### config.mk
export PLATFORM = sky130hd
export DESIGN_NAME = bst_ram
export DESIGN_NICKNAME = d
export VERILOG_FILES = /design/src/hdl/bst_ram.sv
export SDC_FILE = /design/constraint.sdc
export NUM_CORES = 2
export LEC_CHECK = 0
export BUFFER_PORTS_ARGS = -buffer_cell sky130_fd_sc_hd__buf_4
export CAP_MARGIN = 20
export CORE_AREA = 2 2 600 602
export CTS_CLUSTER_SIZE = 30
export DETAILED_ROUTE_END_ITERATION = 16
export DIE_AREA = 0 0 602 604
export GPL_ROUTABILITY_DRIVEN = 0
export PLACE_DENSITY_LB_ADDON = 0.25
export SYNTH_ARGS = -nofsm -noshare
export SYNTH_HDL_FRONTEND = slang
export SYNTH_SLANG_ARGS = --single-unit
### constraint.sdc
create_clock -name clk -period 6.2 [get_ports clk]
set_input_delay 0.93 -clock clk [delete_from_list [all_inputs] [get_ports clk]]
set_output_delay 0.93 -clock clk [all_outputs]
set_load 0.005 [all_outputs]
### src/hdl/bst_ram.sv
// generic single-write, single-read ram with registered read data
// no dependencies
module bst_ram #(
    parameter int WIDTH = 8,
    parameter int DEPTH = 512,
    localparam int AW = $clog2(DEPTH)
) (
    input  logic             clk,
    input  logic             we,
    input  logic [AW-1:0]    waddr,
    input  logic [WIDTH-1:0] wdata,
    input  logic             re,
    input  logic [AW-1:0]    raddr,
    output logic [WIDTH-1:0] rdata
);

    logic [WIDTH-1:0] mem [DEPTH];

    always_ff @(posedge clk)
    begin
        if (we)
        begin
            mem[waddr] <= wdata;
        end
        if (re)
        begin
            rdata <= mem[raddr];
        end
    end

endmodule

==> run_results.csv <==
group,metric,value,unit
worst_setup_path,worstPathRequired,7.02,ns
die,rows,220,
clocking,cts.sinks,4104,
worst_setup_path,endpoint_kind,"register",
run,max_cap_violations,0,
timing,worst_pin_slew,1.30,ns
worst_setup_path,crit_chain,"buf_16 -> buf_12 -> buf_4 -> mux2i_1 -> o221ai_1 -> a21oi_1 -> nor4_1 -> buf_4 -> nand4_1 -> nor4_1 -> buf_4 -> o2111a_1",
drt,drt-total-wl,422000,um
synthesis,syn_area,160000,sq um
clocking,postCtsSetupRepairBufs,0,
synthesis,yosysTopAreaCell,"edfxtp_1",
worst_setup_path,crit_type,"primary input to register",
drt,drc,0,
clocking,cts_hold_buf,0,
synthesis,yosysMostFrequentCell,"edfxtp_1",
layout,drive_gt1_frac,0.178,
grt,grt.total_usage,0.228,
timing,slew_headroom,0.131,
clocking,cts_tree,"done",
layout,final-instance-count-excl-fill,13290,
worst_setup_path,r2r-end,"rdata[5]$_DFFE_PP_",
placement,dp_hpwl,254000,um
power_and_ir_drop,ir_drop,250,uV
timing,fin_worst_skew,0.0625,ns
die,fp.dieArea,364000,sq um
synthesis,synth-main-ff-cell,"edfxtp_1",
clocking,cts_made_buffers,413,
synthesis,synth_cells,8030,
worst_setup_path,crit_family,"simple AND/OR/NAND/NOR gates",
placement,dpl.cell_count,12531,
synthesis,synth-async-reset-ratio,0,
synthesis,synth.cells.most_frequent,"edfxtp_1, mux2i_1, mux4_2, nor2_1, o221ai_1",
timing,finalCritPeriodShare,0.719,
run_status,status,"complete, no violations",
worst_setup_path,cp.depth,12,
clocking,clk_path_buf_depth,4,
synthesis,synthTopCellsByArea,"edfxtp_1, mux4_2, mux2i_1",
grt,grt_pass1_vias,80584,
worst_setup_path,worstRegToRegCells,9,
clocking,cts_max_level,5,
grt,grt_pass1_wl,599000,um
synthesis,ys_seq_elements,4104,
timing,setup_viol_count_final,0,
clocking,insertion_delay,0.96,ns
synthesis,yosysWarningCount,0,
worst_hold_path,hp-class,"primary input to register",
timing,timing.final.crit_period,4.46,ns
timing,slew_violations,0,
power_and_ir_drop,power_density,325,nW/um^2
synthesis,syn_nets,8059,
synthesis,synth-edff-count,4104,
drt,via_per_inst,6.13,
drt,wl_per_cell,31.7,um
die,initial_core_util,0.447,
worst_hold_path,hold_path.startpoint,"re",
placement,portBuffers,36,
worst_setup_path,start_kind,"primary input",
worst_setup_path,slowest_stage,"nor4_1",
synthesis,ys_seq_area_frac,0.770,
layout,syn_to_final_growth,12.1,%
clocking,cts_resized,0,
worst_setup_path,critPathLaunch,"raddr[0]",
timing,report.final.hold_viol_count,0,
timing,fin_tns_setup,0,ns
worst_setup_path,cp_max_fo,62,
worst_setup_path,cp.arrival,5.27,ns
die,die_width,602,um
drt,ant_nets,0,
drt,dr_total_vias,81411,
timing,rsz0062_at_grt,"no",
timing,fin_hold_ws,0.365,ns
drt,initialDrtViolationCount,9723,
worst_setup_path,reg2reg_slack,2.68,ns
grt,grt_overflow,0,
power_and_ir_drop,p_leak,0.0563,uW
worst_setup_path,crit_end,"rdata[5]$_DFFE_PP_",
grt,grt_max_degree,192,
synthesis,syn-mean-instance-area,19.9,sq um
clocking,path_clk_slew,0.06,ns
worst_setup_path,worst-path-buf-inv,5,
die,die_y,604,um
worst_setup_path,regToRegStartpoint,"mem[282][5]$_DFFE_PP_",
synthesis,yosysTopAreaCellShare,0.770,
timing,clock.fmax,0.224,GHz
die,core-area,358000,sq um
layout,num-nets-final,8204,
grt,antenna_found_initial,12,
synthesis,synth_cell_type_count,50,
worst_setup_path,max_stage_delay,0.71,ns
die,ios,37,
clocking,root_buffer,"clkbuf_16",
worst_setup_path,timing.critical_path.mode_cell,"buf_4",
drt,drtPass1Iterations,7,
-- worst min path at each step --
stage                    endpoint  slack, ns  cells after the start
2_1_floorplan  rdata[0]$_DFFE_PP_       1.01                      6
5_1_grt        rdata[7]$_DFFE_PP_       0.32                      1
6_report       rdata[7]$_DFFE_PP_       0.36                      1
3_3_place_gp   rdata[5]$_DFFE_PP_       1.25                      6
4_1_cts        rdata[4]$_DFFE_PP_       0.30                      1
3_5_place_dp   rdata[5]$_DFFE_PP_       1.27                      6
-- sequential cells by signal (all words and copies together), names as in the netlist --
| register | cells |
|---|---|
| mem | 4096 |
| rdata | 8 |
-- metal layers --
layer | share of wire | track usage | routed length (um)
met1 | 0.41 | 0.318 | 173000
met5 | 0 | 0 | 0
met4 | 0.028 | 0.0603 | 11600
met2 | 0.49 | 0.372 | 205000
met3 | 0.077 | 0.0391 | 32600
-- power breakdown --
group	internal, uW	switching [uW]	leakage (uW)
sequential	30600	26.9	0.0369
combinational	877	1900	0.0129
clock	14300	10500	0.00656
total	45800	12500	0.0563
-- logic make-up after synthesis --
family | after synthesis | synth area share
AND/OR/NAND/NOR | 980 | 0.0263
flip-flops | 4104 | 0.770
multiplexers | 1451 | 0.142
buffers and inverters | 516 | 0.0185
AO/OA/AOI/OAI | 979 | 0.0431
-- through the flow --
| step | cell area, sq um | total power (uW) | setup slack (ns) | utilization |
|---|---|---|---|---|
| floorplan | 160000 | 32600 | 3.16 | - |
| global placement | 166000 | 33900 | 0.754 | 0.464 |
| detailed placement | 166000 | 34000 | 0.774 | 0.464 |
| CTS | 179000 | 58500 | 1.78 | 0.501 |
| global route | 179000 | 59700 | 1.75 | 0.501 |
| finish | 179000 | 58300 | 1.74 | 0.501 |
-- placed cells by master, fill, tap and decap left out, types with 36 or more instances in the layout --
master	netlist	layout
a21oi_1	194	194
a22oi_1	61	61
buf_12	5	53
buf_4	70	176
bufinv_16	0	47
clkbuf_1	265	74
clkbuf_16	0	419
clkinv_1	0	98
clkinv_2	0	75
edfxtp_1	4104	4104
mux2i_1	797	797
mux4_2	654	654
nand2_1	111	96
nor2_1	597	595
nor3_1	109	106
nor4_1	36	36
o21ai_0	118	117
o221ai_1	371	371
o22ai_1	163	163
-- layout make-up --
type	count	area, sq um
sequential	4104	123000
fill	28313	178000
multi-input combinational	3410	34000
inverter	3	18.8
antenna	10	25.0
tap	4773	5970
clock inverter	254	2650
clock buffer	493	10800
timing repair buffer	243	2600
Power figures use the tool's default switching activity.
