`src/hdl/bst_pkg.sv`:
```
// shared types, codes and helpers for the byte stack
// no dependencies
package bst_pkg;

    localparam int OP_W       = 3;
    localparam int WC_W       = 2;
    localparam int VAL_W      = 64;
    localparam int CNT_W      = 13;
    localparam int DU_W       = 13;
    localparam int ST_W       = 2;
    localparam int BYTE_W     = 8;
    localparam int LANES      = 8;
    localparam int LANE_SEL_W = 3;
    localparam int NB_W       = 4;

    typedef enum logic [OP_W-1:0] {
        OP_PUSH     = 3'd0,
        OP_POP      = 3'd1,
        OP_PEEK     = 3'd2,
        OP_READ_IDX = 3'd3,
        OP_READ_TOP = 3'd4,
        OP_DROP     = 3'd5,
        OP_RESERVE  = 3'd6
    } bst_op_t;

    typedef enum logic [WC_W-1:0] {
        WC_BYTE  = 2'd0,
        WC_WORD  = 2'd1,
        WC_DWORD = 2'd2
    } bst_width_t;

    typedef enum logic [ST_W-1:0] {
        ST_OK    = 2'd0,
        ST_OVER  = 2'd1,
        ST_UNDER = 2'd2
    } bst_status_t;

    // what the read stage needs to finish an item
    typedef struct packed {
        logic [LANE_SEL_W-1:0] shift;
        logic [NB_W-1:0]       nbytes;
        logic [DU_W-1:0]       depth_used;
        logic                  is_empty;
        bst_status_t           status;
    } bst_info_t;

    // bytes moved by an access width code, zero when the code is unused
    function automatic logic [NB_W-1:0] width_bytes(input logic [WC_W-1:0] code);
        logic [NB_W-1:0] n;
        case (code)
            WC_BYTE:  n = NB_W'(1);
            WC_WORD:  n = NB_W'(4);
            WC_DWORD: n = NB_W'(8);
            default:  n = '0;
        endcase
        return n;
    endfunction

endpackage

```
`src/hdl/bst_if.sv`:
```
// command and response channel interfaces for the byte stack
// depends on bst_pkg
interface bst_cmd_if;
    import bst_pkg::*;

    logic             valid;
    logic             ready;
    logic [OP_W-1:0]  operation;
    logic [WC_W-1:0]  width_code;
    logic [VAL_W-1:0] value;
    logic [CNT_W-1:0] count;

    modport source (output valid, output operation, output width_code, output value,
                    output count, input ready);
    modport sink   (input valid, input operation, input width_code, input value,
                    input count, output ready);
endinterface


```
`src/hdl/bst_ctrl.sv`:
```
// command decode, top pointer, clearing sweep and per-lane ram addressing
// depends on bst_pkg and bst_cmd_if
module bst_ctrl #(
    parameter int DEPTH = 4096,
    localparam int ADDR_W = $clog2(DEPTH),
    localparam int ROW_W = ADDR_W - bst_pkg::LANE_SEL_W
) (
    input  logic                                            clk,
    input  logic                                            rst_n,
    bst_cmd_if.sink                                         cmd,
    input  logic                                            can_accept,
    output logic                                            accept,
    output bst_pkg::bst_info_t                              info,
    output logic                                            mem_re,
    output logic [bst_pkg::LANES-1:0]                       lane_we,
    output logic [bst_pkg::LANES-1:0][ROW_W-1:0]            lane_row,
    output logic [bst_pkg::LANES-1:0][bst_pkg::BYTE_W-1:0]  lane_wdata
);
    import bst_pkg::*;

    localparam int PTR_W = $clog2(DEPTH + 1);
    localparam int ROWS  = (DEPTH + LANES - 1) / LANES;
    localparam int SUM_W = ((PTR_W > CNT_W) ? PTR_W : CNT_W) + 1;
    localparam logic [ROW_W:0]   ROWS_V   = (ROW_W + 1)'(ROWS);
    localparam logic [ROW_W-1:0] ROW_LAST = ROW_W'(ROWS - 1);
    localparam logic [SUM_W-1:0] LIMIT    = SUM_W'(DEPTH);

    typedef enum logic [1:0] {
        PH_CLEAR = 2'b01,
        PH_RUN   = 2'b10
    } bst_phase_t;

    bst_phase_t       phase_reg, phase_next;
    logic [ROW_W-1:0] clr_row_reg, clr_row_next;
    logic [PTR_W-1:0] top_reg, top_next;

    logic [NB_W-1:0]  wbytes;
    logic [SUM_W-1:0] top_x, cnt_x, w_x, base_x, top_new;
    logic [NB_W-1:0]  rd_n;
    logic             wr_ok;
    bst_status_t      status;
    logic [LANE_SEL_W-1:0] shift;
    logic [ROW_W-1:0] row, row_nx;
    logic [ROW_W:0]   row_up;

    assign cmd.ready = can_accept && (phase_reg == PH_RUN);
    assign accept    = cmd.valid && cmd.ready;
    assign mem_re    = accept;

    // operation decode
    always_comb
    begin
        wbytes  = width_bytes(cmd.width_code);
        top_x   = SUM_W'(top_reg);
        cnt_x   = SUM_W'(cmd.count);
        w_x     = SUM_W'(wbytes);
        status  = ST_OK;
        top_new = top_x;
        base_x  = top_x;
        rd_n    = '0;
        wr_ok   = 1'b0;
        unique case (bst_op_t'(cmd.operation)) inside
            OP_PUSH:
            begin
                if (wbytes == '0)
                begin
                    status = ST_UNDER;
                end
                else if ((top_x + w_x) > LIMIT)
                begin
                    status = ST_OVER;
                end
                else
                begin
                    wr_ok   = 1'b1;
                    top_new = top_x + w_x;
                end
            end
            OP_POP, OP_PEEK:
            begin
                if ((wbytes == '0) || (top_x < w_x))
                begin
                    status = ST_UNDER;
                end
                else
                begin
                    base_x = top_x - w_x;
                    rd_n   = wbytes;
                    if (cmd.operation == OP_POP)
                    begin
                        top_new = top_x - w_x;
                    end
                end
            end
            OP_READ_IDX:
            begin
                if (cnt_x >= top_x)
                begin
                    status = ST_UNDER;
                end
                else
                begin
                    base_x = cnt_x;
                    rd_n   = NB_W'(1);
                end
            end
            OP_READ_TOP:
            begin
                if (cnt_x >= top_x)
                begin
                    status = ST_UNDER;
                end
                else
                begin
                    base_x = top_x - cnt_x - SUM_W'(1);
                    rd_n   = NB_W'(1);
                end
            end
            OP_DROP:
            begin
                if (cnt_x > top_x)
                begin
                    status = ST_UNDER;
                end
                else
                begin
                    top_new = top_x - cnt_x;
                end
            end
            OP_RESERVE:
            begin
                if ((top_x + cnt_x) > LIMIT)
                begin
                    status = ST_OVER;
                end
                else
                begin
                    top_new = top_x + cnt_x;
                end
            end
            default:
            begin
                status = ST_UNDER;
            end
        endcase
    end

    // byte address split over the eight lanes
    always_comb
    begin
        logic [LANE_SEL_W-1:0] off;
        shift  = base_x[LANE_SEL_W-1:0];
        row    = base_x[ADDR_W-1:LANE_SEL_W];
        row_up = {1'b0, row} + (ROW_W + 1)'(1);
        row_nx = (row_up < ROWS_V) ? row_up[ROW_W-1:0] : row;
        for (int l = 0; l < LANES; l++)
        begin
            off = LANE_SEL_W'(l) - shift;
            if (phase_reg == PH_CLEAR)
            begin
                lane_row[l]   = clr_row_reg;
                lane_wdata[l] = '0;
                lane_we[l]    = 1'b1;
            end
            else
            begin
                lane_row[l]   = (LANE_SEL_W'(l) < shift) ? row_nx : row;
                lane_wdata[l] = cmd.value[{off, 3'b000} +: BYTE_W];
                lane_we[l]    = accept && wr_ok && ({1'b0, off} < wbytes);
            end
        end
    end

    always_comb
    begin
        info.shift      = shift;
        info.nbytes     = rd_n;
        info.depth_used = DU_W'(PTR_W'(top_new));
        info.is_empty   = (PTR_W'(top_new) == '0);
        info.status     = status;
    end

    always_comb
    begin
        phase_next   = phase_reg;
        clr_row_next = clr_row_reg;
        top_next     = top_reg;
        unique case (phase_reg)
            PH_CLEAR:
            begin
                clr_row_next = clr_row_reg + ROW_W'(1);
                if (clr_row_reg == ROW_LAST)
                begin
                    phase_next = PH_RUN;
                end
            end
            PH_RUN:
            begin
                if (accept)
                begin
                    top_next = PTR_W'(top_new);
                end
            end
            default:
            begin
                phase_next = PH_CLEAR;
            end
        endcase
    end

    always_ff @(posedge clk or negedge rst_n)
    begin
        if (!rst_n)
        begin
            phase_reg   <= PH_CLEAR;
            clr_row_reg <= '0;
            top_reg     <= '0;
        end
        else
        begin
            phase_reg   <= phase_next;
            clr_row_reg <= clr_row_next;
            top_reg     <= top_next;
        end
    end

endmodule

```
`src/flat_wrapper.sv`:
```
// flat-port wrapper written by rule: the top's interface ports become plain ports
module bst_ctrl_flat import bst_pkg::*;
#(
    parameter int DEPTH = 4096,
    localparam int ADDR_W = $clog2(DEPTH),
    localparam int ROW_W = ADDR_W - bst_pkg::LANE_SEL_W
)
  (clk, rst_n, can_accept, accept, info, mem_re, lane_we, lane_row, lane_wdata, cmd_valid, cmd_operation, cmd_width_code, cmd_value, cmd_count, cmd_ready);
  bst_cmd_if cmd_i ();
  input  logic clk;
  input  logic rst_n;
  input  logic can_accept;
  output logic accept;
  output bst_pkg::bst_info_t info;
  output logic mem_re;
  output logic [bst_pkg::LANES-1:0] lane_we;
  output logic [bst_pkg::LANES-1:0][ROW_W-1:0] lane_row;
  output logic [bst_pkg::LANES-1:0][bst_pkg::BYTE_W-1:0] lane_wdata;
  input wire logic [$bits(cmd_i.valid)-1:0] cmd_valid;
  input wire logic [$bits(cmd_i.operation)-1:0] cmd_operation;
  input wire logic [$bits(cmd_i.width_code)-1:0] cmd_width_code;
  input wire logic [$bits(cmd_i.value)-1:0] cmd_value;
  input wire logic [$bits(cmd_i.count)-1:0] cmd_count;
  output wire logic [$bits(cmd_i.ready)-1:0] cmd_ready;
  assign cmd_i.valid = cmd_valid;
  assign cmd_i.operation = cmd_operation;
  assign cmd_i.width_code = cmd_width_code;
  assign cmd_i.value = cmd_value;
  assign cmd_i.count = cmd_count;
  assign cmd_ready = cmd_i.ready;
  bst_ctrl #(.DEPTH(DEPTH)) u_core (.clk(clk), .rst_n(rst_n), .cmd(cmd_i), .can_accept(can_accept), .accept(accept), .info(info), .mem_re(mem_re), .lane_we(lane_we), .lane_row(lane_row), .lane_wdata(lane_wdata));
endmodule
```
`config.mk`:
```
export PLATFORM = sky130hd
export DESIGN_NAME = bst_ctrl_flat
export DESIGN_NICKNAME = d
export VERILOG_FILES = /design/src/hdl/bst_pkg.sv /design/src/hdl/bst_if.sv /design/src/hdl/bst_ctrl.sv /design/src/flat_wrapper.sv
export SDC_FILE = /design/constraint.sdc
export NUM_CORES = 1
export LEC_CHECK = 0
export ABC_AREA = 1
export BUFFER_PORTS_ARGS = -buffer_cell sky130_fd_sc_hd__buf_2
export CELL_PAD_IN_SITES_DETAIL_PLACEMENT = 1
export CELL_PAD_IN_SITES_GLOBAL_PLACEMENT = 2
export CORE_UTILIZATION = 26
export DETAILED_ROUTE_END_ITERATION = 16
export PLACE_DENSITY_LB_ADDON = 0.1
export SETUP_SLACK_MARGIN = 0.3
export SLEW_MARGIN = 25
export SYNTH_ARGS = -nofsm -noshare
export SYNTH_HDL_FRONTEND = slang
export SYNTH_SLANG_ARGS = --single-unit
```
`constraint.sdc`:
```
create_clock -name clk -period 8.7 [get_ports clk]
set_input_delay 2.175 -clock clk [delete_from_list [all_inputs] [get_ports clk]]
set_output_delay 2.175 -clock clk [all_outputs]
set_load 0.05 [all_outputs]
```
==> qor.log <==
[layout] number of nets in the finished design 2260
[global_route] Overall Global Routing Usage 25.93%
[clock_network] CTS tree built
[layout] most common library cell in the layout ignoring fill and taps sky130_fd_sc_hd__nand2_1
[clock_network] clock transition at the registers of the reported paths 70 ps
[power] Peak supply drop 0.05224 mV
[worst_setup_path] maximum fanout along the worst path 9
[worst_setup_path] worst r2r path cells 18
[layout] proportion of layout cells with a drive suffix above 1 18.22%
[synthesis] Post-synth EDFFs 0
[route] drt first-iter violations 844
[placement] Post-DP HPWL 41770 um
[synthesis] adder-cell share of the synthesized area 7.223%
[synthesis] Ys Warns 0
[synthesis] mean instance size in the synthesized netlist 5.038 um2
[synthesis] Mapped Nets 2038
[global_route] number of global-route vias before repair 12800
[clock_network] worst skew pair latency 270 ps
[clock_network] CTS sink count 24
[sta] setup repair after global routing missed its margin yes
[placement] Post-Place Setup Slack 378.0 ps
[floorplanning] FP Rows 69
[sta] fmax 0.1225 GHz
[worst_setup_path] arrival time worst endpoint 5990 ps
[synthesis] combinational family with the most area after synthesis simple AND/OR/NAND/NOR gates
[power] cell leakage power 0.006735 uW
[worst_setup_path] endpoint required time on the critical path 6530 ps
[global_route] largest net degree at the start of global routing 109
[placement] number of buffers inserted by port buffering 254
[synthesis] share of the synthesized netlist area taken by xor and xnor gates 3.494%
[floorplanning] Die Wd 193.8 um
[synthesis] count of different cell masters after synthesis 50
[clock_network] root buf cell sky130_fd_sc_hd__clkbuf_16
[route] Pre-antenna DRT Iters 5
[synthesis] post-synthesis cell area 0.009562 mm2
[sta] slew at the pin closest to its max-slew limit 1033 ps
[floorplanning] die height 193.8 um
[floorplanning] area of the placeable core 0.03591 mm2
[route] Post-Route WL 50720 um
[sta] number of setup violations in the final report 0
[worst_setup_path] startpoint type of the worst setup path input pin
[global_route] first-pass GRT wire length 76420 um
[worst_setup_path] element type at the critical path end output pin
[sta] number of pins exceeding their max-slew limit in the final report 0
[global_route] Congestion Overflow GR 0
[floorplanning] initial core utilization 26.62%
[layout] area of combinational cells with multiple inputs 0.007664 mm2
[sta] setup TNS after final layout 0 ps
[sta] final worst setup slack 538.1 ps
[floorplanning] top-level I/O count 256
[hold_path] HP Class flop to flop
[layout] final-layout fill cell count 5087
[layout] commonest cells after routing, fill and taps aside sky130_fd_sc_hd__nand2_1 (621), sky130_fd_sc_hd__buf_2 (248), sky130_fd_sc_hd__nor2_1 (218), sky130_fd_sc_hd__inv_1 (211), sky130_fd_sc_hd__o21ai_0 (153)
[synthesis] FF+latch count, synth 24
[synthesis] count of mapped cells out of synthesis 1898
[run_status] run status finished clean
[power] cell area power density 98.23 mW/mm2
[route] number of vias per cell after detailed routing 5.076
[clock_network] clock buffer depth 2
[sta] Max-slew headroom 31.10%
[clock_network] number of buffers created by CTS 3
[route] count of antenna-violating nets left after detailed routing 0
[route] number of remaining DRC errors 0
[clock_network] maximum level of the CTS H-tree 1
[synthesis] synthesized-area fraction occupied by ao, oa, aoi and oai cells 21.19%
[sta] final critical delay including setup and external delays 8162 ps
[sta] worst-case clock skew 8.059 ps
[synthesis] mux share of post-synthesis cell area 0%
[global_route] number of antenna violations at the first check in global routing 1
[route] total number of vias 13100
[clock_network] number of buffers inserted for hold repair after clock tree synthesis 0
[synthesis] proportion of synthesized chip area in sequential cells 6.294%
[route] detail-routed net length per standard cell 19.65 um
[job] number of violations of the max-capacitance limit 0
[placement] last weighted congestion value of the routability-driven placer 0.9338
[synthesis] basic-gate share of the synthesized area counting and, or, nand and nor cells 47.44%
[synthesis] Async S/R FF share, synth 100.0%
[hold_path] Cells on Worst Hold Path 1
[layout] flip-flop count of the largest register, all copies and words added 13
[layout] Area Growth Syn to Fin 20.74%
[layout] sequential cell area 601.8 um2
[sta] period utilisation layout 93.82%
[worst_setup_path] critical path type input pin to output pin
[sta] hold violation total from the final report 0
[floorplanning] floorplan die area 0.03755 mm2
[synthesis] most used flip-flop cell after synthesis sky130_fd_sc_hd__dfrtp_1
path summary, 6_finish.rpt:
path,startpoint,to,slack [ps]
setup / recovery,cmd_count[0],lane_row[9],540
hold / removal,u_core.clr_row_reg[7],u_core.clr_row_reg[7],490
setup reg to reg,u_core.top_reg[9],u_core.top_reg[1],4630
hold reg to reg,u_core.clr_row_reg[7],u_core.clr_row_reg[7],490
max in group asynchronous,rst_n,u_core.phase_reg[1],6330
min in group asynchronous,rst_n,u_core.top_reg[12],1930
layer usage:
layer | wire [um] | GRT usage [%]
met5 | 0 | 0
met2 | 23000 | 42.84
met1 | 24760 | 37.06
met3 | 2065 | 1.618
met4 | 902 | 4.711
per-stage QoR:
| step | instances | cell area (um2) | utilization [%] | total power [uW] | hold slack, ps |
|---|---|---|---|---|---|
| after floorplan | 1898 | 9563 | - | 710.7 | 463.5 |
| after global placement | 2565 | 11270 | 31.39 | 979.5 | 489.4 |
| after detailed placement | 2565 | 11270 | 31.39 | 993.4 | 491.8 |
| after CTS | 2569 | 11360 | 31.63 | 1117 | 502.9 |
| after global routing | 2581 | 11540 | 32.15 | 1235 | 529.4 |
| final | 2581 | 11540 | 32.15 | 1134 | 494.4 |
power by group:
| part | leakage (uW) | internal, uW | switching (uW) |
|---|---|---|---|
| clock network | 0.0000442 | 70.7 | 48.0 |
| logic | 0.00639 | 249 | 642 |
| registers | 0.000299 | 114 | 9.85 |
worst max-delay path, cell delays in order:
cell	delay [ps]
sky130_fd_sc_hd__buf_2	130
sky130_fd_sc_hd__ha_1	220
sky130_fd_sc_hd__fa_1	390
sky130_fd_sc_hd__inv_1	200
sky130_fd_sc_hd__nand2_1	160
sky130_fd_sc_hd__nand2_1	120
sky130_fd_sc_hd__inv_1	90
sky130_fd_sc_hd__nor2_2	220
sky130_fd_sc_hd__nand3_1	220
sky130_fd_sc_hd__nor2_2	210
sky130_fd_sc_hd__nand3_1	90
sky130_fd_sc_hd__nand2_1	70
sky130_fd_sc_hd__nand3_1	60
sky130_fd_sc_hd__nand2_1	90
sky130_fd_sc_hd__nand2_1	90
sky130_fd_sc_hd__nand3_4	160
sky130_fd_sc_hd__nand3_1	150
sky130_fd_sc_hd__nor2_4	200
sky130_fd_sc_hd__nand2_1	70
sky130_fd_sc_hd__nand2_1	220
sky130_fd_sc_hd__nor2_1	60
sky130_fd_sc_hd__o21ai_0	250
sky130_fd_sc_hd__buf_2	320
cell usage after synthesis (3+ instances only):
cell                         n  area share (%)
sky130_fd_sc_hd__clkbuf_1   37             1.5
sky130_fd_sc_hd__buf_1       6            0.24
sky130_fd_sc_hd__nand4_1    35             2.3
sky130_fd_sc_hd__dfrtp_1    23             6.0
sky130_fd_sc_hd__nor2_2      7            0.46
sky130_fd_sc_hd__nand2_2    16             1.0
sky130_fd_sc_hd__o211ai_1   10            0.79
sky130_fd_sc_hd__o21bai_1    8            0.63
sky130_fd_sc_hd__ha_1       52             6.8
sky130_fd_sc_hd__clkinv_1    8            0.31
sky130_fd_sc_hd__buf_4      12            0.94
sky130_fd_sc_hd__nor3_1     17            0.89
sky130_fd_sc_hd__inv_1     212             8.3
sky130_fd_sc_hd__xnor2_1     6            0.55
sky130_fd_sc_hd__nand2_1   622              24
sky130_fd_sc_hd__nand3b_1    4            0.31
sky130_fd_sc_hd__and2_1      3            0.20
sky130_fd_sc_hd__buf_2      23             1.2
sky130_fd_sc_hd__nor3_2      4            0.42
sky130_fd_sc_hd__o21ai_1   140             7.3
sky130_fd_sc_hd__a221oi_1    5            0.46
sky130_fd_sc_hd__nand3_1   135             7.1
sky130_fd_sc_hd__a21oi_1    40             2.1
sky130_fd_sc_hd__o22ai_1     7            0.46
sky130_fd_sc_hd__xor2_1     24             2.2
sky130_fd_sc_hd__nand3_2     5            0.52
sky130_fd_sc_hd__o21ai_0   158             8.3
sky130_fd_sc_hd__inv_2      19            0.75
sky130_fd_sc_hd__nand2_4     3            0.35
sky130_fd_sc_hd__a21oi_2     3            0.27
sky130_fd_sc_hd__buf_6       9             1.1
sky130_fd_sc_hd__nor2_1    220             8.6
cell type report:
| type | count | area share (%) |
|---|---|---|
| Timing Repair Buffer | 304 | 14.82 |
| Clock buffer | 4 | 0.7695 |
| Sequential cell | 24 | 5.213 |
| Tap cell | 461 | 4.996 |
| Multi-Input combinational cell | 1548 | 66.38 |
| Antenna cell | 1 | 0.02168 |
| Inverter | 239 | 7.803 |
repair_timing:
action | CTS | global route
endpoints found under the setup margin | 0 | 66
gates resized for setup | 0 | 25
setup buffers | 0 | 10
cell families (layout without fill, tap and decap cells):
logic type / count (synthesis) / after routing
AND/OR/NAND/NOR: 1077 / 1078
AO/OA/AOI/OAI: 382 / 382
buffers and inverters: 327 / 547
adder cells (fa/ha/maj): 54 / 54
XOR/XNOR: 33 / 33
flip-flops: 24 / 24
other: 1 / 2
Power figures use the tool's default switching activity.
