===== src/hdl/bst_pkg.sv =====
// shared types, codes and helpers for the byte stack
// no dependencies
package bst_pkg;

    localparam int OP_W       = 3;
    localparam int WC_W       = 2;
    localparam int VAL_W      = 64;
    localparam int CNT_W      = 13;
    localparam int DU_W       = 13;
    localparam int ST_W       = 2;
    localparam int BYTE_W     = 8;
    localparam int LANES      = 8;
    localparam int LANE_SEL_W = 3;
    localparam int NB_W       = 4;

    typedef enum logic [OP_W-1:0] {
        OP_PUSH     = 3'd0,
        OP_POP      = 3'd1,
        OP_PEEK     = 3'd2,
        OP_READ_IDX = 3'd3,
        OP_READ_TOP = 3'd4,
        OP_DROP     = 3'd5,
        OP_RESERVE  = 3'd6
    } bst_op_t;

    typedef enum logic [WC_W-1:0] {
        WC_BYTE  = 2'd0,
        WC_WORD  = 2'd1,
        WC_DWORD = 2'd2
    } bst_width_t;

    typedef enum logic [ST_W-1:0] {
        ST_OK    = 2'd0,
        ST_OVER  = 2'd1,
        ST_UNDER = 2'd2
    } bst_status_t;

    // what the read stage needs to finish an item
    typedef struct packed {
        logic [LANE_SEL_W-1:0] shift;
        logic [NB_W-1:0]       nbytes;
        logic [DU_W-1:0]       depth_used;
        logic                  is_empty;
        bst_status_t           status;
    } bst_info_t;

    // bytes moved by an access width code, zero when the code is unused
    function automatic logic [NB_W-1:0] width_bytes(input logic [WC_W-1:0] code);
        logic [NB_W-1:0] n;
        case (code)
            WC_BYTE:  n = NB_W'(1);
            WC_WORD:  n = NB_W'(4);
            WC_DWORD: n = NB_W'(8);
            default:  n = '0;
        endcase
        return n;
    endfunction

endpackage


===== src/hdl/bst_if.sv =====


interface bst_rsp_if;
    import bst_pkg::*;

    logic             valid;
    logic             ready;
    logic [VAL_W-1:0] read_data;
    logic [DU_W-1:0]  depth_used;
    logic             is_empty;
    logic [ST_W-1:0]  status;

    modport source (output valid, output read_data, output depth_used, output is_empty,
                    output status, input ready);
    modport sink   (input valid, input read_data, input depth_used, input is_empty,
                    input status, output ready);
endinterface


===== src/hdl/bst_align.sv =====
// read stage and output register: lane data gathered into the result item
// depends on bst_pkg and bst_rsp_if
module bst_align (
    input  logic                                            clk,
    input  logic                                            rst_n,
    input  logic                                            accept,
    input  bst_pkg::bst_info_t                              info,
    input  logic [bst_pkg::LANES-1:0][bst_pkg::BYTE_W-1:0]  lane_data,
    output logic                                            can_accept,
    bst_rsp_if.source                                       rsp
);
    import bst_pkg::*;

    logic             s1_valid_reg, s1_valid_next;
    bst_info_t        s1_info_reg;
    logic             out_valid_reg, out_valid_next;
    logic [VAL_W-1:0] read_data_reg, read_data_next;
    logic [DU_W-1:0]  depth_used_reg;
    logic             is_empty_reg;
    bst_status_t      status_reg;
    logic             out_free, s1_move;

    assign out_free   = !out_valid_reg || rsp.ready;
    assign s1_move    = s1_valid_reg && out_free;
    assign can_accept = !s1_valid_reg || out_free;

    // little-endian gather, rotated by the base lane
    always_comb
    begin
        logic [LANE_SEL_W-1:0] sel;
        read_data_next = '0;
        for (int i = 0; i < LANES; i++)
        begin
            sel = s1_info_reg.shift + LANE_SEL_W'(i);
            if (NB_W'(i) < s1_info_reg.nbytes)
            begin
                read_data_next[BYTE_W*i +: BYTE_W] = lane_data[sel];
            end
        end
    end

    always_comb
    begin
        s1_valid_next  = s1_valid_reg;
        out_valid_next = out_valid_reg;
        if (accept)
        begin
            s1_valid_next = 1'b1;
        end
        else if (s1_move)
        begin
            s1_valid_next = 1'b0;
        end
        if (s1_move)
        begin
            out_valid_next = 1'b1;
        end
        else if (rsp.ready)
        begin
            out_valid_next = 1'b0;
        end
    end

    always_ff @(posedge clk or negedge rst_n)
    begin
        if (!rst_n)
        begin
            s1_valid_reg  <= 1'b0;
            out_valid_reg <= 1'b0;
        end
        else
        begin
            s1_valid_reg  <= s1_valid_next;
            out_valid_reg <= out_valid_next;
        end
    end

    always_ff @(posedge clk)
    begin
        if (accept)
        begin
            s1_info_reg <= info;
        end
        if (s1_move)
        begin
            read_data_reg  <= read_data_next;
            depth_used_reg <= s1_info_reg.depth_used;
            is_empty_reg   <= s1_info_reg.is_empty;
            status_reg     <= s1_info_reg.status;
        end
    end

    assign rsp.valid      = out_valid_reg;
    assign rsp.read_data  = read_data_reg;
    assign rsp.depth_used = depth_used_reg;
    assign rsp.is_empty   = is_empty_reg;
    assign rsp.status     = status_reg;

endmodule


===== src/flat_wrapper.sv =====
// flat-port wrapper written by rule: the top's interface ports become plain ports
module bst_align_flat import bst_pkg::*;
  (clk, rst_n, accept, info, lane_data, can_accept, rsp_valid, rsp_read_data, rsp_depth_used, rsp_is_empty, rsp_status, rsp_ready);
  bst_rsp_if rsp_i ();
  input  logic clk;
  input  logic rst_n;
  input  logic accept;
  input  bst_pkg::bst_info_t info;
  input  logic [bst_pkg::LANES-1:0][bst_pkg::BYTE_W-1:0] lane_data;
  output logic can_accept;
  output wire logic [$bits(rsp_i.valid)-1:0] rsp_valid;
  output wire logic [$bits(rsp_i.read_data)-1:0] rsp_read_data;
  output wire logic [$bits(rsp_i.depth_used)-1:0] rsp_depth_used;
  output wire logic [$bits(rsp_i.is_empty)-1:0] rsp_is_empty;
  output wire logic [$bits(rsp_i.status)-1:0] rsp_status;
  input wire logic [$bits(rsp_i.ready)-1:0] rsp_ready;
  assign rsp_valid = rsp_i.valid;
  assign rsp_read_data = rsp_i.read_data;
  assign rsp_depth_used = rsp_i.depth_used;
  assign rsp_is_empty = rsp_i.is_empty;
  assign rsp_status = rsp_i.status;
  assign rsp_i.ready = rsp_ready;
  bst_align u_core (.clk(clk), .rst_n(rst_n), .accept(accept), .info(info), .lane_data(lane_data), .can_accept(can_accept), .rsp(rsp_i));
endmodule

===== config.mk =====
export PLATFORM = sky130hd
export DESIGN_NAME = bst_align_flat
export DESIGN_NICKNAME = d
export VERILOG_FILES = /design/src/hdl/bst_pkg.sv /design/src/hdl/bst_if.sv /design/src/hdl/bst_align.sv /design/src/flat_wrapper.sv
export SDC_FILE = /design/constraint.sdc
export NUM_CORES = 1
export LEC_CHECK = 0
export BUFFER_PORTS_ARGS = -buffer_cell sky130_fd_sc_hd__buf_2
export CAP_MARGIN = 20
export CORE_AREA = 5 5 131 133
export DETAILED_ROUTE_END_ITERATION = 10
export DIE_AREA = 0 0 136 138
export PLACE_DENSITY = 0.6
export REMOVE_ABC_BUFFERS = 1
export SETUP_SLACK_MARGIN = 0.3
export SYNTH_ARGS = -nofsm -noshare
export SYNTH_HDL_FRONTEND = slang
export SYNTH_SLANG_ARGS = --single-unit

===== constraint.sdc =====
create_clock -name clk -period 4 [get_ports clk]
set_clock_uncertainty 0.2 [all_clocks]
set_input_delay 0.2 -clock clk [delete_from_list [all_inputs] [get_ports clk]]
set_output_delay 0.2 -clock clk [all_outputs]
set_load 0.02 [all_outputs]

==> results of run 1 <==
-- final cells by class --
| class | count | area, µm² | area share, % |
|---|---|---|---|
| Antenna cell | 2 | 5.00 | 0.0645 |
| Clock buffer | 9 | 225 | 2.90 |
| Clock inverter | 7 | 70.1 | 0.903 |
| Inverter | 3 | 11.3 | 0.145 |
| Multi-Input combinational cell | 334 | 2840 | 36.6 |
| Sequential cell | 105 | 3140 | 40.5 |
| Tap cell | 216 | 270 | 3.48 |
| Timing Repair Buffer | 209 | 1200 | 15.4 |
-- metrics by stage --
| step | total power (W) | setup slack [ps] | cell area, µm² | hold WS (ps) | utilization (%) |
|---|---|---|---|---|---|
| 6_report | 0.00326 | 1240 | 7760 | 151 | 49.4 |
| 5_1_grt | 0.00342 | 963 | 7760 | 173 | 49.4 |
| 4_1_cts | 0.00328 | 1220 | 7740 | 140 | 49.3 |
| 3_5_place_dp | 0.00238 | 1250 | 7190 | -209 | 45.8 |
| 3_3_place_gp | 0.00236 | 1310 | 7190 | -216 | 45.8 |
| 2_1_floorplan | 0.00206 | -1060 | 5970 | -296 | - |
-- power by group --
part	leakage [nW]	switching, W	total, W	internal [W]
combinational	1.99	0.000568	0.000960	0.000392
sequential	1.03	0.0000399	0.00141	0.00137
clock	0.147	0.000444	0.000886	0.000442
-- per-layer routing --
| metal | part of all wire (%) | wire length (µm) |
|---|---|---|
| met5 | 0.071 | 13 |
| met4 | 2.8 | 509 |
| met3 | 6.5 | 1190 |
| met2 | 49 | 8970 |
| met1 | 41 | 7570 |
-- logic make-up after synthesis --
kind of cell | share of synthesized area [%]
AND/OR/NAND/NOR | 12.0
multiplexers | 27.4
flip-flops | 50.6
AO/OA/AOI/OAI | 4.64
buffers and inverters | 4.01
XOR/XNOR | 0.927
adder cells (fa/ha/maj) | 0.403
-- synth_stat cells --
| library cell | number |
|---|---|
| nor2_1 | 20 |
| o21ai_0 | 7 |
| edfxtp_1 | 103 |
| nand3_1 | 25 |
| clkbuf_2 | 1 |
| ha_1 | 2 |
| a22oi_1 | 8 |
| nor2_2 | 2 |
| nand2b_1 | 10 |
| and4_1 | 9 |
| dfrtp_1 | 2 |
| buf_4 | 9 |
| xnor2_1 | 1 |
| mux2i_1 | 54 |
| buf_2 | 11 |
| buf_6 | 2 |
| inv_1 | 2 |
| xor2_2 | 2 |
| inv_2 | 1 |
| o21ba_2 | 1 |
| mux2_2 | 11 |
| buf_8 | 3 |
| and2_1 | 2 |
| a21oi_1 | 30 |
| clkbuf_1 | 6 |
| buf_12 | 1 |
| nor4_1 | 1 |
| mux4_2 | 46 |
| a211oi_1 | 1 |
| o22ai_1 | 2 |
| nand2_1 | 94 |
| xnor2_2 | 1 |
| a31oi_1 | 2 |
| nor3_1 | 1 |
| nand3b_1 | 1 |
| nor2b_1 | 1 |
-- worst paths after layout --
check / endpoint / slack (ps) / start / depth (start not counted)
setup / recovery: u_core.rsp.read_data[10]$_SDFFCE_PP0P_ / 1240 / u_core.s1_info_reg[20]$_DFFE_PP_ / 5
hold / removal: u_core.rsp.read_data[56]$_SDFFCE_PN0P_ / 150 / lane_data[0] / 4
setup reg to reg: u_core.rsp.read_data[10]$_SDFFCE_PP0P_ / 1240 / u_core.s1_info_reg[20]$_DFFE_PP_ / 5
hold reg to reg: u_core.rsp.is_empty$_DFFE_PP_ / 230 / u_core.s1_info_reg[2]$_DFFE_PP_ / 0
max in group asynchronous: u_core.s1_valid_reg$_DFFE_PN0P_ / 3000 / rst_n / 3
min in group asynchronous: u_core.rsp.valid$_DFFE_PN0P_ / 480 / rst_n / 3
-- placed cells by master, fill, tap and decap left out, drive strengths merged, types with 9 or more instances in the layout --
cell type    netlist  final
dlygate4sd3        0     26
buf               26    183
mux2              11     11
and4               9      9
nand3             25     25
a21oi             30     30
nand2             94     94
edfxtp           103    103
mux4              46     46
clkbuf             7      9
nor2              22     22
nand2b            10     10
mux2i             54     54
-- worst max-delay path: stages, from the launching register on --
cell      delay, ps
edfxtp_1        360
buf_4           790
ha_1            390
xor2_2          550
nand2_1         110
a21oi_1         190
==> impl_metrics.json, run 1 <==
{
  "outcome": "finished, final reports clean",
  "htreeDepth": 3,
  "fmax_mhz": 362,
  "hold_buffers": 26,
  "relSlewSlack_pct": 27.2,
  "clkSlewWorstSetupHoldPaths_ps": 80,
  "design.core.area_um2": 15700,
  "start_util_pct": 39.5,
  "grt_pass1_vias": 4943,
  "die_w_um": 136,
  "die_h_um": 138,
  "dr.pass1.iters": 5,
  "synth.area.top_cells": "edfxtp_1 (50%), mux4_2 (17%), mux2i_1 (8.7%)",
  "drc_errors": 0,
  "hold_path_class": "in2reg",
  "finalCriticalPeriod_ps": 2760,
  "worstSetupPathType": "reg2reg",
  "startpoint_type": "flop",
  "max_cap_violations": 0,
  "fin_cells": 885,
  "worst_slew_pin_slew_ps": 1090,
  "gp_congestion": 0.850,
  "grtUsageMet1_pct": 25.9,
  "fin_nets": 755,
  "yosys_warnings": 0,
  "busiest_layer": "met2",
  "drv_slew": 0,
  "track_usage_pct": 19.3,
  "portBuffers": 172,
  "path_max_fanout": 66,
  "row_count": 46,
  "clock_path_buffers": 2,
  "final_antenna_net_count": 0,
  "dp_hpwl_um": 13500,
  "power_density_nw_per_um2": 420,
  "syn_to_final_growth_pct": 25.0,
  "grt_first_pass_wirelength_um": 27900,
  "cts_tree": "built",
  "grt_remaining_overflow": 0,
  "ir_drop_mv": 0.226,
  "synth_top_area_share_pct": 49.8,
  "use_met3_pct": 3.41,
  "synth_area_leader_cell": "edfxtp_1",
  "synth_seq_cells": 105,
  "layout-drive-gt1-share_pct": 39.7,
  "fin_crit_sh_pct": 69.1,
  "end_kind": "flop",
  "vias": 4816,
  "worstPathArrival_ps": 2770,
  "finalSetupTns_ps": 0,
  "die_area_um2": 18800,
  "ios": 173,
  "avgSynthCellArea_um2": 13.1,
  "p_leak_nw": 3.16,
  "postCtsSetupRepairBufs": 0,
  "dpl.cell_count": 839,
  "ys_seq_area_share_pct": 50.6,
  "cts_root_buf": "clkbuf_16",
  "via_per_inst": 5.44,
  "use_met2_pct": 30.7,
  "grt_max_degree": 81,
  "cts_resized": 0,
  "largest_reg_flops": 64,
  "cts_sinks": 105,
  "nFillCells": 1422,
  "numCtsBuffers": 9,
  "first_iter_violations": 355,
  "wl_per_cell_um": 20.6,
  "netlist-cell-type-count": 36,
  "syn-instance-count": 475,
  "grt_setup_unrepaired": "no",
  "finalHoldViolCount": 0,
  "antenna_found_initial": 3,
  "clock_latency_ps": 360,
  "wirelength_um": 18200,
  "required_ps": 4010,
  "setup-violations-final": 0,
  "netlist_area_um2": 6210
}
Note: power is estimated with default switching activity, not from simulation.
==> run 2, diff against run 1 <==
Settings changed: PLACE_DENSITY 0.6 to 0.62.
Clock period 4 ns to 2.4 ns, I/O delays scaled along.
==> run 2 against run 1 <==
  * Maximum frequency grew 28%
  * Final area increased by 9.0%
  * Sequential share of layout area shrank 3.4 points
  * Largest cell class unchanged
  * Largest power group unchanged
==> impl_metrics.json, run 2 (synthesis results as in run 1) <==
{
  "die_area_um2": 18800,
  "r2r_cells": 8,
  "layout_commonest_cell": "buf_2",
  "cts_tree": "built",
  "numCtsBuffers": 9,
  "dpl.cell_count": 868,
  "end_kind": "flop",
  "startpoint": "u_core.s1_info_reg[20]$_DFFE_PP_",
  "path_cells": "inv_2 > ha_4 > xor2_4 > buf_4 > buf_8 > mux2i_1 > a22oi_1 > and4_1",
  "first_iter_violations": 389,
  "die_h_um": 138,
  "design.core.area_um2": 15700,
  "largest_reg_flops": 64,
  "grt_pass1_vias": 5038,
  "n_antenna_cell": 0,
  "grt_remaining_overflow": 0,
  "track_usage_pct": 19.6,
  "worstSetupPathType": "reg2reg",
  "dp_hpwl_um": 13700,
  "hold_path_class": "in2reg",
  "clock_path_buffers": 2,
  "power_density_nw_per_um2": 678,
  "finalHoldViolCount": 0,
  "vias": 5061,
  "grt_max_degree": 66,
  "startpoint_type": "flop",
  "drv_slew": 0,
  "mostFrequentLayoutCells": "buf_2 (172), edfxtp_1 (103), nand2_1 (91)",
  "slowest_delay_ps": 400,
  "grt_setup_unrepaired": "yes",
  "cts_root_buf": "clkbuf_16",
  "cp_slowest_cell": "edfxtp_1",
  "timing.rr.end": "u_core.rsp.read_data[56]$_SDFFCE_PN0P_",
  "final_antenna_net_count": 0,
  "fin_cells": 934,
  "worst_slew_pin_slew_ps": 557,
  "path_max_fanout": 7,
  "fin_crit_sh_pct": 89.9,
  "crit_end": "u_core.rsp.read_data[56]$_SDFFCE_PN0P_",
  "via_per_inst": 5.42,
  "max_cap_violations": 0,
  "portBuffers": 172,
  "syn_to_final_growth_pct": 36.3,
  "die_w_um": 136,
  "fin_nets": 806,
  "htreeDepth": 3,
  "layout-drive-gt1-share_pct": 45.5,
  "antenna_found_initial": 0,
  "ios": 173,
  "gp_congestion": 0.816,
  "required_ps": 2310,
  "nFillCells": 1367,
  "clock_latency_ps": 360,
  "fmax_mhz": 463,
  "fin_util_pct": 53.9,
  "timing.rr.start": "u_core.s1_info_reg[20]$_DFFE_PP_",
  "wl_per_cell_um": 20.4,
  "relSlewSlack_pct": 62.8,
  "row_count": 46,
  "p_leak_nw": 3.51,
  "drc_errors": 0,
  "wirelength_um": 19100,
  "worstPathArrival_ps": 2060,
  "whs_path_depth": 4,
  "clkSlewWorstSetupHoldPaths_ps": 80,
  "ir_drop_mv": 0.345,
  "start_util_pct": 39.5,
  "finalCriticalPeriod_ps": 2160,
  "grt_first_pass_wirelength_um": 28400,
  "cts_sinks": 105,
  "finalSetupTns_ps": 0,
  "setup-violations-final": 0,
  "dr.pass1.iters": 5,
  "outcome": "finished, final reports clean",
  "rrSetupSlack_ps": 240
}
-- run 2: worst min path at each step --
stage                        startpoint  slack, ps                                      to
final                      lane_data[3]         80  u_core.rsp.read_data[59]$_SDFFCE_PN0P_
after global routing       lane_data[7]         80  u_core.rsp.read_data[63]$_SDFFCE_PN0P_
after CTS                 lane_data[37]         60  u_core.rsp.read_data[61]$_SDFFCE_PN0P_
after detailed placement          rst_n       -290            u_core.rsp.valid$_DFFE_PN0P_
after global placement            rst_n       -300            u_core.rsp.valid$_DFFE_PN0P_
after floorplan                   rst_n       -380            u_core.rsp.valid$_DFFE_PN0P_
-- run 2: worst max-delay path, delay by kind of cell (launching register included) --
family / cells / cell delay, ps
DFF: 1 / 400
buffers and inverters: 3 / 400
muxes: 1 / 220
adders and majority gates: 1 / 210
and+or+nand+nor: 1 / 200
xor gates and xnor gates: 1 / 170
AOI/OAI and AO/OA: 1 / 120
-- run 2: layer usage --
layer | vias to the layer above | track usage (%) | part of all wire, %
met2 | 226 | 33.4 | 51
li1 | 2298 | - | -
met3 | 34 | 3.88 | 7.4
met4 | 0 | 6.10 | 2.4
met5 | - | 0 | 0
met1 | 2503 | 25.2 | 40
-- run 2: report_power, final --
| group | switching, W | internal, W |
|---|---|---|
| Clock | 0.000728 | 0.000733 |
| Sequential | 0.0000633 | 0.00229 |
| Combinational | 0.00104 | 0.000887 |
-- run 2: per-stage QoR --
stage | setup slack [ps] | area, µm² | total power, W | hold WS [ps]
4_1_cts | 273 | 8210 | 0.00567 | 60.8
3_5_place_dp | 75.2 | 7500 | 0.00408 | -291
6_report | 241 | 8460 | 0.00574 | 81.3
2_1_floorplan | -2660 | 5970 | 0.00344 | -376
3_3_place_gp | 105 | 7500 | 0.00405 | -296
5_1_grt | 169 | 8460 | 0.00599 | 82.7
-- run 2: cell type report --
| cell class | count | area [µm²] | share of cell area (%) |
|---|---|---|---|
| inverters | 3 | 11.3 | 0.133 |
| multi-input cells | 334 | 2910 | 34.4 |
| clock inverters | 7 | 73.8 | 0.872 |
| repair buffers | 260 | 1830 | 21.6 |
| clock buffers | 9 | 225 | 2.66 |
| well taps | 216 | 270 | 3.19 |
| flip-flops and latches | 105 | 3140 | 37.1 |
-- run 2: what timing repair did --
action | 4_1_cts | 5_1_grt
hold endpoints to repair | 27 | 0
hold buffers | 26 | 0
endpoints found under the setup margin | 33 | 56
resized for setup | 7 | 13
buffers inserted | 6 | 13
pin swaps | 0 | 6
gates cloned | 2 | 3
==> run 3, diff against run 2 <==
Settings changed: CORE_AREA 5 5 131 133 to 2 2 128 130, DIE_AREA 0 0 136 138 to 0 0 130 132.
==> run 3 against run 2 <==
  * Critical path depth down 1
  * Utilization down 0.45 points
  * Final cell count is 0.21% lower
  * Register-to-register slack worse by 30 ps
  * Clock-buffer cell count unchanged
  * Power up 0.38%
  * Die area fell by 8.6%
  * Sequential share of layout area rose by 0.31 points
  * Via count is 0.95% higher
  * Critical path type unchanged
  * Largest cell class unchanged
==> impl_metrics.json, run 3 (synthesis results as in run 1) <==
{
  "row_count": 46,
  "cts_root_buf": "clkbuf_16",
  "required_ps": 2310,
  "start_util_pct": 39.5,
  "use_met3_pct": 4.87,
  "cts_tree": "built",
  "grt_max_degree": 42,
  "design.core.area_um2": 15700,
  "hold_path_class": "in2reg",
  "antenna_found_initial": 0,
  "end_kind": "flop",
  "layout-drive-gt1-share_pct": 46.2,
  "fin_nets": 804,
  "final_antenna_net_count": 0,
  "clock_latency_ps": 370,
  "clkSlewWorstSetupHoldPaths_ps": 80,
  "fin_util_pct": 53.4,
  "drc_errors": 0,
  "hold_slack_ps": 71.6,
  "outcome": "finished, final reports clean",
  "setup-violations-final": 0,
  "fin_crit_sh_pct": 91.0,
  "ir_drop_mv": 0.399,
  "grt_pass1_vias": 5023,
  "grt_first_pass_wirelength_um": 27700,
  "grtUsageMet1_pct": 28.3,
  "cts_sinks": 105,
  "mostFrequentLayoutCells": "buf_2 (172), edfxtp_1 (103), nand2_1 (86)",
  "finalCriticalPeriod_ps": 2180,
  "n_antenna_cell": 0,
  "layout_commonest_cell": "buf_2",
  "vias": 5109,
  "relSlewSlack_pct": 57.4,
  "path_max_fanout": 6,
  "wl_per_cell_um": 20.3,
  "nFillCells": 1342,
  "startpoint_type": "flop",
  "numCtsBuffers": 9,
  "worst_slew_pin_slew_ps": 639,
  "die_h_um": 132,
  "largest_reg_flops": 64,
  "dp_hpwl_um": 13000,
  "gp_congestion": 0.848,
  "syn_to_final_growth_pct": 35.2,
  "first_iter_violations": 500,
  "drv_slew": 0,
  "htreeDepth": 3,
  "max_cap_violations": 0,
  "via_per_inst": 5.48,
  "die_area_um2": 17200,
  "p_leak_nw": 3.47,
  "grt_remaining_overflow": 0,
  "die_w_um": 130,
  "dr.pass1.iters": 5,
  "use_met2_pct": 35.3,
  "finalHoldViolCount": 0,
  "clock_path_buffers": 2,
  "grt_setup_unrepaired": "yes",
  "worstSetupPathType": "reg2reg",
  "track_usage_pct": 21.6,
  "busiest_layer": "met2",
  "power_density_nw_per_um2": 686,
  "ios": 173,
  "worstPathArrival_ps": 2090,
  "wirelength_um": 18900,
  "fmax_mhz": 458,
  "portBuffers": 172
}
-- run 3: path summary, 6_finish.rpt --
kind	from	to	slack [ps]	depth (start not counted)
worst max-delay path	u_core.s1_info_reg[20]$_DFFE_PP_	u_core.rsp.read_data[58]$_SDFFCE_PN0P_	220	7
worst min-delay path	lane_data[1]	u_core.rsp.read_data[57]$_SDFFCE_PN0P_	70	4
worst max register to register	u_core.s1_info_reg[20]$_DFFE_PP_	u_core.rsp.read_data[58]$_SDFFCE_PN0P_	220	7
worst min register to register	u_core.s1_info_reg[15]$_DFFE_PP_	u_core.rsp.depth_used[12]$_DFFE_PP_	220	0
max in group asynchronous	rst_n	u_core.s1_valid_reg$_DFFE_PN0P_	1490	3
min in group asynchronous	rst_n	u_core.rsp.valid$_DFFE_PN0P_	390	3
-- run 3: routing by layer --
| metal | vias up | wire, µm |
|---|---|---|
| met4 | 0 | 545 |
| met1 | 2500 | 7500 |
| met2 | 261 | 9330 |
| met5 | - | 0 |
| li1 | 2308 | - |
| met3 | 40 | 1530 |
-- run 3: layout make-up --
class / count / area (µm²) / share of cell area (%)
clock buffers: 9 / 225 / 2.68
clock inverters: 7 / 82.6 / 0.984
inverters: 3 / 11.3 / 0.134
multi-input cells: 334 / 2920 / 34.8
flip-flops and latches: 105 / 3140 / 37.5
well taps: 216 / 270 / 3.22
repair buffers: 258 / 1740 / 20.7
-- run 3: through the flow --
step	cells	setup TNS, ps	instance area, µm²	setup WS (ps)	power (W)
6_report	932	0	8390	216	0.00576
5_1_grt	932	0	8390	164	0.00601
4_1_cts	915	0	8130	230	0.00563
3_5_place_dp	867	0	7460	156	0.00406
3_3_place_gp	867	0	7460	191	0.00402
2_1_floorplan	442	-165960	5970	-2660	0.00344
-- run 3: repair_timing --
item	CTS	global route
endpoints found under the setup margin	51	53
resized for setup	6	24
pin swaps	1	30
setup buffers	6	14
hold buffers	26	0
endpoints found under the hold margin	27	0
cloned	0	3
-- run 3: critical path: stages, from the launching register on --
cell and delay, ps:
edfxtp_1 440, inv_2 110, ha_4 170, xor2_4 280
buf_12 180, mux2i_1 210, a22oi_1 110, and4_1 220
-- run 3: report_power, final --
part / internal [W] / switching [W] / leakage, nW
clock: 0.000746 / 0.000759 / 0.147
sequential: 0.00229 / 0.0000685 / 1.03
combinational: 0.000859 / 0.00104 / 2.30
